--- src/rtl/lrrc_pkg.sv ---
// ----------------------------------------------------------------------------
// lrrc_pkg
// Shared types, constants and the CRC-32C byte update for the log record
// replay checker.
// ----------------------------------------------------------------------------
package lrrc_pkg;

    typedef struct packed {
        logic       is_end;
        logic [7:0] data;
    } t_item;

    localparam int unsigned AddrW     = 3;
    localparam int unsigned FifoDepth = 4;
    localparam int unsigned FifoPtrW  = $clog2(FifoDepth);
    localparam int unsigned FifoCntW  = $clog2(FifoDepth + 1);

    localparam logic [31:0] MaxLenReset = 32'd1048576;
    localparam logic [31:0] CrcPoly     = 32'h82F6_3B78;
    localparam logic [31:0] CrcInit     = 32'hFFFF_FFFF;
    localparam logic [32:0] HdrBytes    = 33'd8;

    localparam logic [1:0] CauseNone = 2'd0;
    localparam logic [1:0] CauseLen  = 2'd1;
    localparam logic [1:0] CauseCrc  = 2'd2;
    localparam logic [1:0] CauseTorn = 2'd3;

    function automatic logic [31:0] crc_byte(input logic [31:0] crc, input logic [7:0] b);
        logic [31:0] c;
        c = crc ^ {24'd0, b};
        for (int i = 0; i < 8; i++) begin
            c = c[0] ? ((c >> 1) ^ CrcPoly) : (c >> 1);
        end
        return c;
    endfunction

endpackage

--- src/rtl/log_record_replay_checker_top.sv ---
// ----------------------------------------------------------------------------
// log_record_replay_checker_top
// Write-ahead log replay checker: length and CRC-32C record deframer with a
// saturating good offset and an APB register for the length limit.
// ----------------------------------------------------------------------------
// An input beat passes through the front register, the four-entry queue,
// then the parser's result register before its result beat appears.
// Throughput is one beat per cycle unless i_ready stalls the output, set by
// the parser's combinational CRC-32C byte update and saturating offset add.
// Synchronous active-low reset clears the parser to the header phase, empties
// the queue and the result register, and sets max_record_len to 1048576.
module log_record_replay_checker_top #(
    parameter int OFFSET_BITS = 48
) (
    input  logic                         i_clk,
    input  logic                         i_rst_n,
    input  logic                         i_valid,
    output logic                         o_ready,
    input  logic                         i_mode,
    input  logic [7:0]                   i_data_byte,
    output logic                         o_valid,
    input  logic                         i_ready,
    output logic [7:0]                   o_payload_byte,
    output logic                         o_payload_valid,
    output logic                         o_record_accepted,
    output logic [31:0]                  o_record_length,
    output logic                         o_log_stopped,
    output logic [1:0]                   o_stop_cause,
    output logic [OFFSET_BITS-1:0]       o_replay_offset,
    input  logic                         psel,
    input  logic                         penable,
    input  logic                         pwrite,
    input  logic [lrrc_pkg::AddrW-1:0]   paddr,
    input  logic [31:0]                  pwdata,
    output logic [31:0]                  prdata,
    output logic                         pready
);

    logic            w_max_len_wr;
    logic [31:0]     r_max_record_len;
    logic            w_push;
    logic            w_full;
    lrrc_pkg::t_item w_front_item;
    logic            w_q_valid;
    lrrc_pkg::t_item w_q_item;
    logic            w_q_ready;

    assign pready       = 1'b1;
    assign w_max_len_wr = psel && penable && pwrite && pready && !paddr[2];
    assign prdata       = paddr[2] ? 32'd0 : r_max_record_len;

    always_ff @(posedge i_clk) begin
        if (!i_rst_n) begin
            r_max_record_len <= lrrc_pkg::MaxLenReset;
        end else if (w_max_len_wr) begin
            r_max_record_len <= pwdata;
        end
    end

    lrrc_front u_front (
        .i_clk       (i_clk),
        .i_rst_n     (i_rst_n),
        .i_valid     (i_valid),
        .o_ready     (o_ready),
        .i_mode      (i_mode),
        .i_data_byte (i_data_byte),
        .o_push      (w_push),
        .o_item      (w_front_item),
        .i_full      (w_full)
    );

    lrrc_fifo u_fifo (
        .i_clk   (i_clk),
        .i_rst_n (i_rst_n),
        .i_push  (w_push),
        .i_item  (w_front_item),
        .o_full  (w_full),
        .i_pop   (w_q_valid && w_q_ready),
        .o_valid (w_q_valid),
        .o_item  (w_q_item)
    );

    lrrc_back #(
        .OFFSET_BITS (OFFSET_BITS)
    ) u_back (
        .i_clk             (i_clk),
        .i_rst_n           (i_rst_n),
        .i_item_valid      (w_q_valid),
        .i_item            (w_q_item),
        .o_item_ready      (w_q_ready),
        .i_max_record_len  (r_max_record_len),
        .o_valid           (o_valid),
        .i_ready           (i_ready),
        .o_payload_byte    (o_payload_byte),
        .o_payload_valid   (o_payload_valid),
        .o_record_accepted (o_record_accepted),
        .o_record_length   (o_record_length),
        .o_log_stopped     (o_log_stopped),
        .o_stop_cause      (o_stop_cause),
        .o_replay_offset   (o_replay_offset)
    );

    a_cause_only_when_stopped: assert property (@(posedge i_clk) disable iff (!i_rst_n)
        o_valid && !o_log_stopped |-> o_stop_cause == lrrc_pkg::CauseNone)
        else $error("Stop cause set while the parser is running.");

    a_accept_not_stopped: assert property (@(posedge i_clk) disable iff (!i_rst_n)
        o_valid && o_record_accepted |-> !o_log_stopped)
        else $error("Record accepted on a beat that reports a stop.");

    a_payload_stop_is_crc: assert property (@(posedge i_clk) disable iff (!i_rst_n)
        o_valid && o_payload_valid && o_log_stopped |-> o_stop_cause == lrrc_pkg::CauseCrc)
        else $error("Payload byte ended the log with a cause other than CRC mismatch.");

    a_empty_accept_from_header: assert property (@(posedge i_clk) disable iff (!i_rst_n)
        o_valid && o_record_accepted && !o_payload_valid |-> o_record_length == 32'd0)
        else $error("Record accepted outside its payload with a nonzero length.");

endmodule

--- src/rtl/lrrc_front.sv ---
// ----------------------------------------------------------------------------
// lrrc_front
// Input stage: takes log beats, classifies them as data or end of log, and
// hands them to the queue.
// ----------------------------------------------------------------------------
module lrrc_front (
    input  logic            i_clk,
    input  logic            i_rst_n,
    input  logic            i_valid,
    output logic            o_ready,
    input  logic            i_mode,
    input  logic [7:0]      i_data_byte,
    output logic            o_push,
    output lrrc_pkg::t_item o_item,
    input  logic            i_full
);

    logic            r_valid;
    lrrc_pkg::t_item r_item;
    logic            w_take;

    assign o_push  = r_valid && !i_full;
    assign o_ready = !r_valid || !i_full;
    assign w_take  = i_valid && o_ready;
    assign o_item  = r_item;

    always_ff @(posedge i_clk) begin
        if (!i_rst_n) begin
            r_valid <= 1'b0;
        end else if (w_take) begin
            r_valid <= 1'b1;
        end else if (o_push) begin
            r_valid <= 1'b0;
        end
    end

    always_ff @(posedge i_clk) begin
        if (w_take) begin
            r_item.is_end <= i_mode;
            r_item.data   <= i_mode ? 8'd0 : i_data_byte;
        end
    end

endmodule

--- src/rtl/lrrc_fifo.sv ---
// ----------------------------------------------------------------------------
// lrrc_fifo
// Short queue between the front stage and the parser.
// ----------------------------------------------------------------------------
module lrrc_fifo (
    input  logic            i_clk,
    input  logic            i_rst_n,
    input  logic            i_push,
    input  lrrc_pkg::t_item i_item,
    output logic            o_full,
    input  logic            i_pop,
    output logic            o_valid,
    output lrrc_pkg::t_item o_item
);

    lrrc_pkg::t_item                 r_mem [lrrc_pkg::FifoDepth];
    logic [lrrc_pkg::FifoPtrW-1:0]   r_wr;
    logic [lrrc_pkg::FifoPtrW-1:0]   r_rd;
    logic [lrrc_pkg::FifoCntW-1:0]   r_cnt;

    assign o_full  = (r_cnt == lrrc_pkg::FifoCntW'(lrrc_pkg::FifoDepth));
    assign o_valid = (r_cnt != '0);
    assign o_item  = r_mem[r_rd];

    always_ff @(posedge i_clk) begin
        if (!i_rst_n) begin
            r_wr  <= '0;
            r_rd  <= '0;
            r_cnt <= '0;
        end else begin
            if (i_push) begin
                r_wr <= r_wr + 1'b1;
            end
            if (i_pop) begin
                r_rd <= r_rd + 1'b1;
            end
            if (i_push && !i_pop) begin
                r_cnt <= r_cnt + 1'b1;
            end else if (!i_push && i_pop) begin
                r_cnt <= r_cnt - 1'b1;
            end
        end
    end

    always_ff @(posedge i_clk) begin
        if (i_push) begin
            r_mem[r_wr] <= i_item;
        end
    end

endmodule

--- src/rtl/lrrc_back.sv ---
// ----------------------------------------------------------------------------
// lrrc_back
// Record parser: assembles headers, checks lengths, runs the CRC-32C over
// payload bytes, advances the good offset and drives the result register.
// ----------------------------------------------------------------------------
module lrrc_back #(
    parameter int OFFSET_BITS = 48
) (
    input  logic                   i_clk,
    input  logic                   i_rst_n,
    input  logic                   i_item_valid,
    input  lrrc_pkg::t_item        i_item,
    output logic                   o_item_ready,
    input  logic [31:0]            i_max_record_len,
    output logic                   o_valid,
    input  logic                   i_ready,
    output logic [7:0]             o_payload_byte,
    output logic                   o_payload_valid,
    output logic                   o_record_accepted,
    output logic [31:0]            o_record_length,
    output logic                   o_log_stopped,
    output logic [1:0]             o_stop_cause,
    output logic [OFFSET_BITS-1:0] o_replay_offset
);

    localparam int SumW = ((OFFSET_BITS > 33) ? OFFSET_BITS : 33) + 1;

    localparam logic [1:0] PhHeader  = 2'd0;
    localparam logic [1:0] PhPayload = 2'd1;
    localparam logic [1:0] PhStopped = 2'd2;

    logic [1:0]             r_phase, n_phase;
    logic [2:0]             r_hcnt, n_hcnt;
    logic [63:0]            r_hbits, n_hbits;
    logic [31:0]            r_left, n_left;
    logic [31:0]            r_crc, n_crc;
    logic [OFFSET_BITS-1:0] r_offset, n_offset;
    logic [1:0]             r_cause, n_cause;

    logic                   r_ovalid;
    logic [7:0]             r_pb;
    logic                   r_pv;
    logic                   r_acc;
    logic [31:0]            r_len;
    logic                   r_stop;
    logic [1:0]             r_ocause;
    logic [OFFSET_BITS-1:0] r_ooffset;

    logic                   w_pop;
    logic                   w_pv;
    logic                   w_acc;
    logic [31:0]            w_crc_upd;
    logic [31:0]            w_left_dec;
    logic [31:0]            w_acc_len;
    logic [SumW-1:0]        w_sum;
    logic [OFFSET_BITS-1:0] w_sat_offset;

    assign o_item_ready = !r_ovalid || i_ready;
    assign w_pop        = i_item_valid && o_item_ready;

    assign w_crc_upd    = lrrc_pkg::crc_byte(r_crc, i_item.data);
    assign w_left_dec   = r_left - 32'd1;
    assign w_acc_len    = (r_phase == PhPayload) ? r_hbits[31:0] : 32'd0;
    assign w_sum        = SumW'(r_offset) + SumW'(w_acc_len) + SumW'(lrrc_pkg::HdrBytes);
    assign w_sat_offset = (|w_sum[SumW-1:OFFSET_BITS]) ? {OFFSET_BITS{1'b1}}
                                                        : w_sum[OFFSET_BITS-1:0];

    always_comb begin
        n_phase  = r_phase;
        n_hcnt   = r_hcnt;
        n_hbits  = r_hbits;
        n_left   = r_left;
        n_crc    = r_crc;
        n_offset = r_offset;
        n_cause  = r_cause;
        w_pv     = 1'b0;
        w_acc    = 1'b0;
        if (r_phase == PhStopped) begin
            n_phase = PhStopped;
        end else if (i_item.is_end) begin
            n_phase = PhStopped;
            n_cause = (r_phase == PhHeader && r_hcnt == 3'd0) ? lrrc_pkg::CauseNone
                                                              : lrrc_pkg::CauseTorn;
        end else begin
            unique case (r_phase)
                PhHeader: begin
                    n_hbits = (r_hcnt == 3'd0) ? 64'd0 : r_hbits;
                    n_hbits[{r_hcnt, 3'b000} +: 8] = i_item.data;
                    n_hcnt = r_hcnt + 3'd1;
                    if (r_hcnt == 3'd7) begin
                        if (n_hbits[31:0] > i_max_record_len) begin
                            n_phase = PhStopped;
                            n_cause = lrrc_pkg::CauseLen;
                        end else if (n_hbits[31:0] == 32'd0) begin
                            if (n_hbits[63:32] == 32'd0) begin
                                w_acc    = 1'b1;
                                n_offset = w_sat_offset;
                            end else begin
                                n_phase = PhStopped;
                                n_cause = lrrc_pkg::CauseCrc;
                            end
                        end else begin
                            n_phase = PhPayload;
                            n_left  = n_hbits[31:0];
                            n_crc   = lrrc_pkg::CrcInit;
                        end
                    end
                end
                PhPayload: begin
                    w_pv   = 1'b1;
                    n_crc  = w_crc_upd;
                    n_left = w_left_dec;
                    if (w_left_dec == 32'd0) begin
                        if (~w_crc_upd == r_hbits[63:32]) begin
                            w_acc    = 1'b1;
                            n_offset = w_sat_offset;
                            n_phase  = PhHeader;
                            n_hcnt   = 3'd0;
                        end else begin
                            n_phase = PhStopped;
                            n_cause = lrrc_pkg::CauseCrc;
                        end
                    end
                end
                default: begin
                    n_phase = PhStopped;
                end
            endcase
        end
    end

    always_ff @(posedge i_clk) begin
        if (!i_rst_n) begin
            r_phase  <= PhHeader;
            r_hcnt   <= 3'd0;
            r_hbits  <= 64'd0;
            r_left   <= 32'd0;
            r_crc    <= lrrc_pkg::CrcInit;
            r_offset <= '0;
            r_cause  <= lrrc_pkg::CauseNone;
            r_ovalid <= 1'b0;
        end else begin
            if (w_pop) begin
                r_phase  <= n_phase;
                r_hcnt   <= n_hcnt;
                r_hbits  <= n_hbits;
                r_left   <= n_left;
                r_crc    <= n_crc;
                r_offset <= n_offset;
                r_cause  <= n_cause;
                r_ovalid <= 1'b1;
            end else if (i_ready) begin
                r_ovalid <= 1'b0;
            end
        end
    end

    always_ff @(posedge i_clk) begin
        if (w_pop) begin
            r_pb      <= w_pv ? i_item.data : 8'd0;
            r_pv      <= w_pv;
            r_acc     <= w_acc;
            r_len     <= (n_phase == PhHeader && n_hcnt != 3'd0) ? 32'd0 : n_hbits[31:0];
            r_stop    <= (n_phase == PhStopped);
            r_ocause  <= n_cause;
            r_ooffset <= n_offset;
        end
    end

    assign o_valid           = r_ovalid;
    assign o_payload_byte    = r_pb;
    assign o_payload_valid   = r_pv;
    assign o_record_accepted = r_acc;
    assign o_record_length   = r_len;
    assign o_log_stopped     = r_stop;
    assign o_stop_cause      = r_ocause;
    assign o_replay_offset   = r_ooffset;

endmodule
--- config.mk ---
export PLATFORM = sky130hd
export DESIGN_NAME = log_record_replay_checker_top
export DESIGN_NICKNAME = d
export VERILOG_FILES = /design/src/rtl/lrrc_pkg.sv /design/src/rtl/log_record_replay_checker_top.sv /design/src/rtl/lrrc_front.sv /design/src/rtl/lrrc_fifo.sv /design/src/rtl/lrrc_back.sv
export SDC_FILE = /design/constraint.sdc
export NUM_CORES = 1
export LEC_CHECK = 0
export CORE_UTILIZATION = 45
export CTS_CLUSTER_DIAMETER = 150
export DETAILED_ROUTE_END_ITERATION = 6
export DONT_BUFFER_PORTS = 1
export GPL_TIMING_DRIVEN = 0
export PLACE_DENSITY = 0.71
export SLEW_MARGIN = 15
export SYNTH_ARGS = -nofsm -noshare
export SYNTH_HDL_FRONTEND = slang
export SYNTH_SLANG_ARGS = --single-unit
--- constraint.sdc ---
create_clock -name i_clk -period 5.75 [get_ports i_clk]
set_input_delay 1.15 -clock i_clk [delete_from_list [all_inputs] [get_ports i_clk]]
set_output_delay 1.15 -clock i_clk [all_outputs]
set_load 0.01 [all_outputs]
======== Word level (Yosys, flattened, before mapping) ========
Memories as Yosys holds them, arrays and structs flattened. A register that Yosys moved wholly into a read port is not among the register bits.
Cells that the tools add are included.
W data, S select, Z words.
word-level totals
  register bits ........................... 326
  bits in writable memories ............... 36
  bits of input ports ..................... 51
  output and inout bits ................... 128
  logic and storage cells ................. 167
  memories kept ........................... 1
cells by class
  add/sub/neg operators ................... 9
  magnitude comparators ................... 1
  eq/ne operators ......................... 9
  shifts and indexed selects .............. 2
  multiplexer cells ....................... 77
  bitwise gates (word level) .............. 12
  reduce and logical (&&, ||, !) cells .... 33
memories
  memory        depth  width  read ports  clocked after Yosys merged registers in  wr ports  line             RTL
  u_fifo.r_mem  4      9      1           1                                        1         lrrc_fifo.sv:16  lrrc_pkg::t_item r_mem [lrrc_pkg::FifoDepth];
operators with widths
  kind                      count
  $mux W32                  19
  $mux W48                  9
  $not A16 Y17              8
  $pmux W32 S2              2
  $logic_not A32 Y1         3
  $pmux W48 S2              1
  $bwmux W64                1
  $mux W64                  1
  $shift A8 B8 Y64 const A  1
  $shiftx A8 B8 Y64         1
  $add A48 B32 Y49          1
  $add A49 B4 Y49 const B   1
  $mux W2                   19
  $eq A32 B32 Y1            1
  $gt A32 B32 Y1            1
  $not A32 Y32              1
  $sub A32 B1 Y32 const B   1
  $xor A32 B8 Y32           1
  $mux W3                   6
  $mux W1                   15
  $logic_and A1 B1 Y1       10
  $neg A6 Y8                1
  $pmux W2 S2               2
  $reduce_bool A2 Y1        4
  other kinds (18)          33

======== Longest topological paths before layout ========
  depth after elaboration ................. 26
  gate-level depth with buffers ........... 25
  gate-level depth less buffers ........... 20

======== Modules after synthesis ========
From an unflattened synthesis, not the netlist that was laid out.
unflattened totals
  cells, all modules ...................... 2455
  area, all modules ....................... 22260.1 um^2
modules (own cells, without submodules)
  module                         instances  cells each  area each (um^2)  sequential area each (um^2)
  lrrc_back                      1          2164        18594.1           6476.2
  lrrc_fifo                      1          90          1746.7            1261.2
  log_record_replay_checker_top  1          178         1549.0            640.6
  lrrc_front                     1          23          370.4             290.3

======== Worst setup path after synthesis ========
OpenSTA, ideal clock, no wires.
  kind .................................... reg2reg
  start point ............................. register u_back.r_hcnt[0]
  end point ............................... register u_back.r_ooffset[16], in the netlist u_back.o_replay_offset[16] (data pin)
  library setup time ...................... 0.262 ns
  arrival time ............................ 5.312 ns
  data required time ...................... 5.488 ns
  slack ................................... 0.176 ns
  cell stages (with the launch flop) ...... 22
  buffers on the path ..................... 3
  clock period less this slack ............ 5.574 ns
  cell sequence ........................... dfxtp_1 clkbuf_1 inv_1 ha_1 ha_1 clkbuf_1 nor4_1 a22oi_1 inv_1 ha_1 nor2b_1 o21a_1 o21a_1 o21ai_0 o211ai_1 a2111oi_0 nor2_1 o31ai_1 nand3_2 clkinv_2 buf_4 mux2_1
between the ends
  word-level cells in the longest chain between the ends .. 11
RTL lines
  item                                                                    line              RTL
  start: declaration                                                      lrrc_back.sv:33   logic [2:0] r_hcnt, n_hcnt;
  start signal: assignment                                                lrrc_back.sv:145  r_hcnt <= n_hcnt;
  parallel branches: the longest is 7 deep, another holds $gt A32 B32 Y1  n/a
  $mux W48 *                                                              lrrc_back.sv:90   if (r_hcnt == 3'd7) begin
  $pmux W48 S2 *                                                          lrrc_back.sv:85   unique case (r_phase)
  $mux W48 *                                                              lrrc_back.sv:80   end else if (i_item.is_end) begin
  $mux W48 *                                                              lrrc_back.sv:78   if (r_phase == PhStopped) begin
  via u_back.n_offset[16]                                                 lrrc_back.sv:37   logic [OFFSET_BITS-1:0] r_offset, n_offset;
  end signal: assignment                                                  lrrc_back.sv:166  r_ooffset <= n_offset;
  end: declaration                                                        lrrc_back.sv:47   logic [OFFSET_BITS-1:0] r_ooffset;
Mark *: on every way through the listed nets, which the timed path passes.
A chain may end at the register's enable or synchronous reset.

======== Worst setup path after layout ========
  start point ............................. register u_back.r_phase[0]
  end point ............................... register u_back.r_ooffset[28], in the netlist u_back.o_replay_offset[28] (data pin)
between the ends
  word-level cells in the longest chain between the ends .. 12
RTL lines
  item                      line                              RTL
  start: declaration        lrrc_back.sv:32                   logic [1:0] r_phase, n_phase;
  start signal: assignment  lrrc_back.sv:134                  r_phase <= PhHeader;
  start signal: assignment  lrrc_back.sv:144                  r_phase <= n_phase;
  $eq A2 B1 Y1              lrrc_back.sv:63, lrrc_back.sv:85
  $mux W32                  lrrc_back.sv:63                   assign w_acc_len = (r_phase == PhPayload) ? r_hbits[31:0] : 32'd0;
  $add A48 B32 Y49          lrrc_back.sv:64                   assign w_sum = SumW'(r_offset) + SumW'(w_acc_len) + SumW'(lrrc_pkg::HdrBytes);
  $add A49 B4 Y49           lrrc_back.sv:64
  $mux W48                  lrrc_back.sv:65                   assign w_sat_offset = (|w_sum[SumW-1:OFFSET_BITS]) ? {OFFSET_BITS{1'b1}}
  $mux W48                  lrrc_back.sv:95                   if (n_hbits[63:32] == 32'd0) begin
  $mux W48                  lrrc_back.sv:94                   end else if (n_hbits[31:0] == 32'd0) begin
  $mux W48                  lrrc_back.sv:91                   if (n_hbits[31:0] > i_max_record_len) begin
  $mux W48                  lrrc_back.sv:90
  $pmux W48 S2              lrrc_back.sv:85
  $mux W48                  lrrc_back.sv:80
  $mux W48 *                lrrc_back.sv:78
  via u_back.n_offset[28]   lrrc_back.sv:37
Mark *: on every way through the listed nets, which the timed path passes. The rest lies on a longest branch.

==> flow_summary.ini <==
[pwr]
pwr-share-seq_pct = 31.1
pwr-share-clk_pct = 22.5
p_leak_nw = 9.62
power.net_switching_w = 0.00549
switching_share_pct = 43.1
ir_drop_mv = 0.320
p_comb_share_pct = 46.4
cellInternalPower_w = 0.00724
power.density_nw_per_um2 = 523

[timing]
worst-slew-pin-transition_ps = 993
setup_slack_ps = 123
finalCritPeriodShare_pct = 97.9
finClkSkew_ps = 27.0
max_slew_margin_pct = 33.8
slew_viol_final = 0
hold_viol = 0
finalSetupTns_ps = 0
fmax_ghz = 0.178
rsz0062_at_grt = yes
finalCriticalPeriod_ps = 5630
setup_viol = 0

[layout]
final_util_pct = 51.8
syn2layout_area_growth_pct = 12.8
diodes = 0
nets = 2651
fill_cells = 4318
fin_cells = 3127
drive_gt1_share_pct = 9.21

[routing]
drc = 0
ant_nets = 0
drt-wirelength-per-cell_um = 22.6
postRouteWirelength_um = 70700
via_count = 19087
viasPerCell = 6.10
drtIter0Drc = 2110
drt-pass1-iter-count = 6

[worst_setup_path]
reg2reg_slack_ps = 120
cp-start-kind = flip-flop
r2r-end = u_back.o_replay_offset[28]$_DFFE_PP_
worstSetupPathType = reg -> reg
r2r_start = u_back.r_phase[0]$_SDFFE_PN0P_
r2r_cells = 22
critPathArrivalTime_ps = 6010
endpoint_kind = flip-flop
crit_fanout = 10
required_ps = 6130

[yosys]
synth-main-ff-cell = dfxtp_1
synth_area_leaders = dfxtp_1 (21%), edfxtp_1 (19%), ha_1 (6.4%), nor2_1 (5.0%), nand2_1 (4.9%)
synth_cell_types = 89
synth_nets = 2599
synthTopCellsByCount = nor2_1 (288), nand2_1 (281), dfxtp_1 (226)
netlist_instances = 2436
synth_edf_count = 138
yosysMostFrequentCell = nor2_1
ys_ff_latch = 364
syn_area_per_cell_sq_um = 8.86
synth_warnings = 0
synth_seq_area_share_pct = 40.2
async_reset_ff_share_pct = 0
synth_area_sq_um = 21600
yosysTopAreaCell = dfxtp_1
post-synth-top-area-fraction_pct = 21.0

[place]
numPortBuffers = 0
gp_congestion = 0.994
place_ws_ps = -1770
dp.cells = 3045
dp_hpwl_um = 52900

[global_route]
grt_pass1_wl_um = 106000
overflow = 0
grt_max_degree = 65
antenna_found_initial = 1
grtUsageTotal_pct = 28.2
first_global_vias = 17894

[worst_hold_path]
holdPathStages = 2
hold_path.class = reg -> reg
hold_start = r_max_record_len[23]$_SDFFE_PN0P_
hold_path_end = r_max_record_len[23]$_SDFFE_PN0P_

[floorplan]
start_util_pct = 46.0
dieArea_sq_um = 48800
dieWidth_um = 221
num_rows = 79
die_y_um = 221
io_pins = 179
core_area_sq_um = 47000

[run]
max_cap_violations = 0

[clocking]
cts_max_level = 2
path_clk_slew_ps = 70
root_buffer = clkbuf_16
ctsHoldBuffers = 0
cts_tree = done
clkSinkCount = 364
clock_path_buffers = 3
cts_buffers = 41
clk_latency_ps = 590

[status]
status = completed
-- worst max-delay path, stage by stage, from the launching register on --
cell and delay [ps]:
dfxtp_1 360, clkbuf_2 240, inv_1 170, nor2_2 230, clkbuf_8 240, clkbuf_4 270
and2_1 220, ha_1 280, ha_1 300, a21o_1 110, a21o_1 160, a211oi_1 100
o31a_1 390, a21oi_1 290, a221oi_2 90, buf_4 170, a211oi_4 380, and2_0 190
clkbuf_2 210, and3_4 300, clkbuf_2 280, nor2_1 130, o21ai_0 280
-- registers in the layout, summed over array words and instances, names as in the netlist, 8 cells and up, named ones only --
register	cells
u_front.o_item	9
u_back.o_payload_byte	8
u_back.o_replay_offset	48
u_back.r_hbits	64
u_back.r_left	32
u_back.r_offset	48
u_fifo.r_mem	36
r_max_record_len	32
u_back.r_crc	32
u_back.o_record_length	32
-- worst max-delay path by stage --
stage | start | end | slack (ps) | cells after the start
final | u_back.r_phase[0]$_SDFFE_PN0P_ | u_back.o_replay_offset[28]$_DFFE_PP_ | 120 | 22
after global placement | u_back.r_hcnt[0]$_SDFFE_PN0P_ | u_back.r_left[24]$_SDFFE_PN0P_ | -2050 | 22
after detailed placement | u_back.r_phase[0]$_SDFFE_PN0P_ | u_back.o_replay_offset[28]$_DFFE_PP_ | -1770 | 22
after global routing | u_back.r_phase[0]$_SDFFE_PN0P_ | u_back.o_replay_offset[28]$_DFFE_PP_ | -60 | 22
after CTS | u_back.r_phase[0]$_SDFFE_PN0P_ | u_back.o_replay_offset[28]$_DFFE_PP_ | 20 | 22
after floorplan | u_back.r_hcnt[0]$_SDFFE_PN0P_ | u_back.o_replay_offset[16]$_DFFE_PP_ | 180 | 21
-- power groups by stage --
stage,logic [W],clock network [W],registers (W)
6_report,0.00591,0.00286,0.00396
5_1_grt,0.00628,0.00299,0.00402
4_1_cts,0.00564,0.00290,0.00396
3_5_place_dp,0.00548,0,0.00400
3_3_place_gp,0.00550,0,0.00406
2_1_floorplan,0.00393,0,0.00389
-- stage by stage --
stage / hold WS (ps) / total power [W] / area [sq um]
after floorplan: 436 / 0.00781 / 21600
after global routing: 471 / 0.0133 / 24300
after CTS: 454 / 0.0125 / 24100
final: 453 / 0.0127 / 24300
after global placement: 443 / 0.00956 / 22300
after detailed placement: 446 / 0.00948 / 22400
-- timing repair --
action | CTS | global route
pin swaps | 4 | 8
setup buffers | 4 | 7
setup endpoints to repair | 200 | 186
cloned | 0 | 0
gates resized for setup | 67 | 52
-- layer usage --
metal / vias up / wire length (um) / GRT usage [%] / part of all wire, %
li1: 8790 / - / - / -
met3: 191 / 6200 / 4.40 / 8.8
met4: 2 / 3010 / 12.4 / 4.3
met1: 9099 / 29300 / 37.2 / 41
met2: 1005 / 32200 / 45.7 / 45
met5: - / 12 / 0 / 0.017
-- kinds of logic (layout without fill, tap and decap cells) --
logic type	after synthesis	after routing	share of synthesized area, %
DFF	364	364	40.2
xor gates and xnor gates	177	177	8.76
buffers and inverters	240	324	4.45
other	1	1	0.0174
muxes	49	49	2.95
adders and majority gates	112	112	6.56
and+or+nand+nor	891	891	19.0
AOI/OAI and AO/OA	602	602	18.1
-- layout by cell type, fill, tap and decap left out, types with 26 or more instances in the layout --
master and count:
a21oi_1 153, xor2_1 54, nor2_1 284, nor4_1 26
and2_1 57, edfxtp_1 138, nand2_1 281, xnor2_1 94
clkbuf_16 42, a22oi_1 37, a21o_1 39, nor3_1 51
nand3_1 59, clkbuf_1 105, a211oi_1 58, o21ai_0 131
inv_1 85, o211a_1 28, dfxtp_1 224, ha_1 108
-- area by class of cell --
type	instances	area, sq um	share of cell area [%]
plain buffers	146	663	2.72
clock buffers	55	1150	4.72
clock inverters	20	314	1.29
inverters	90	343	1.41
multi-input cells	1832	12300	50.6
flip-flops and latches	364	8670	35.6
well taps	607	759	3.12
repair buffers	13	130	0.535
(Power assumes the default switching activity.)
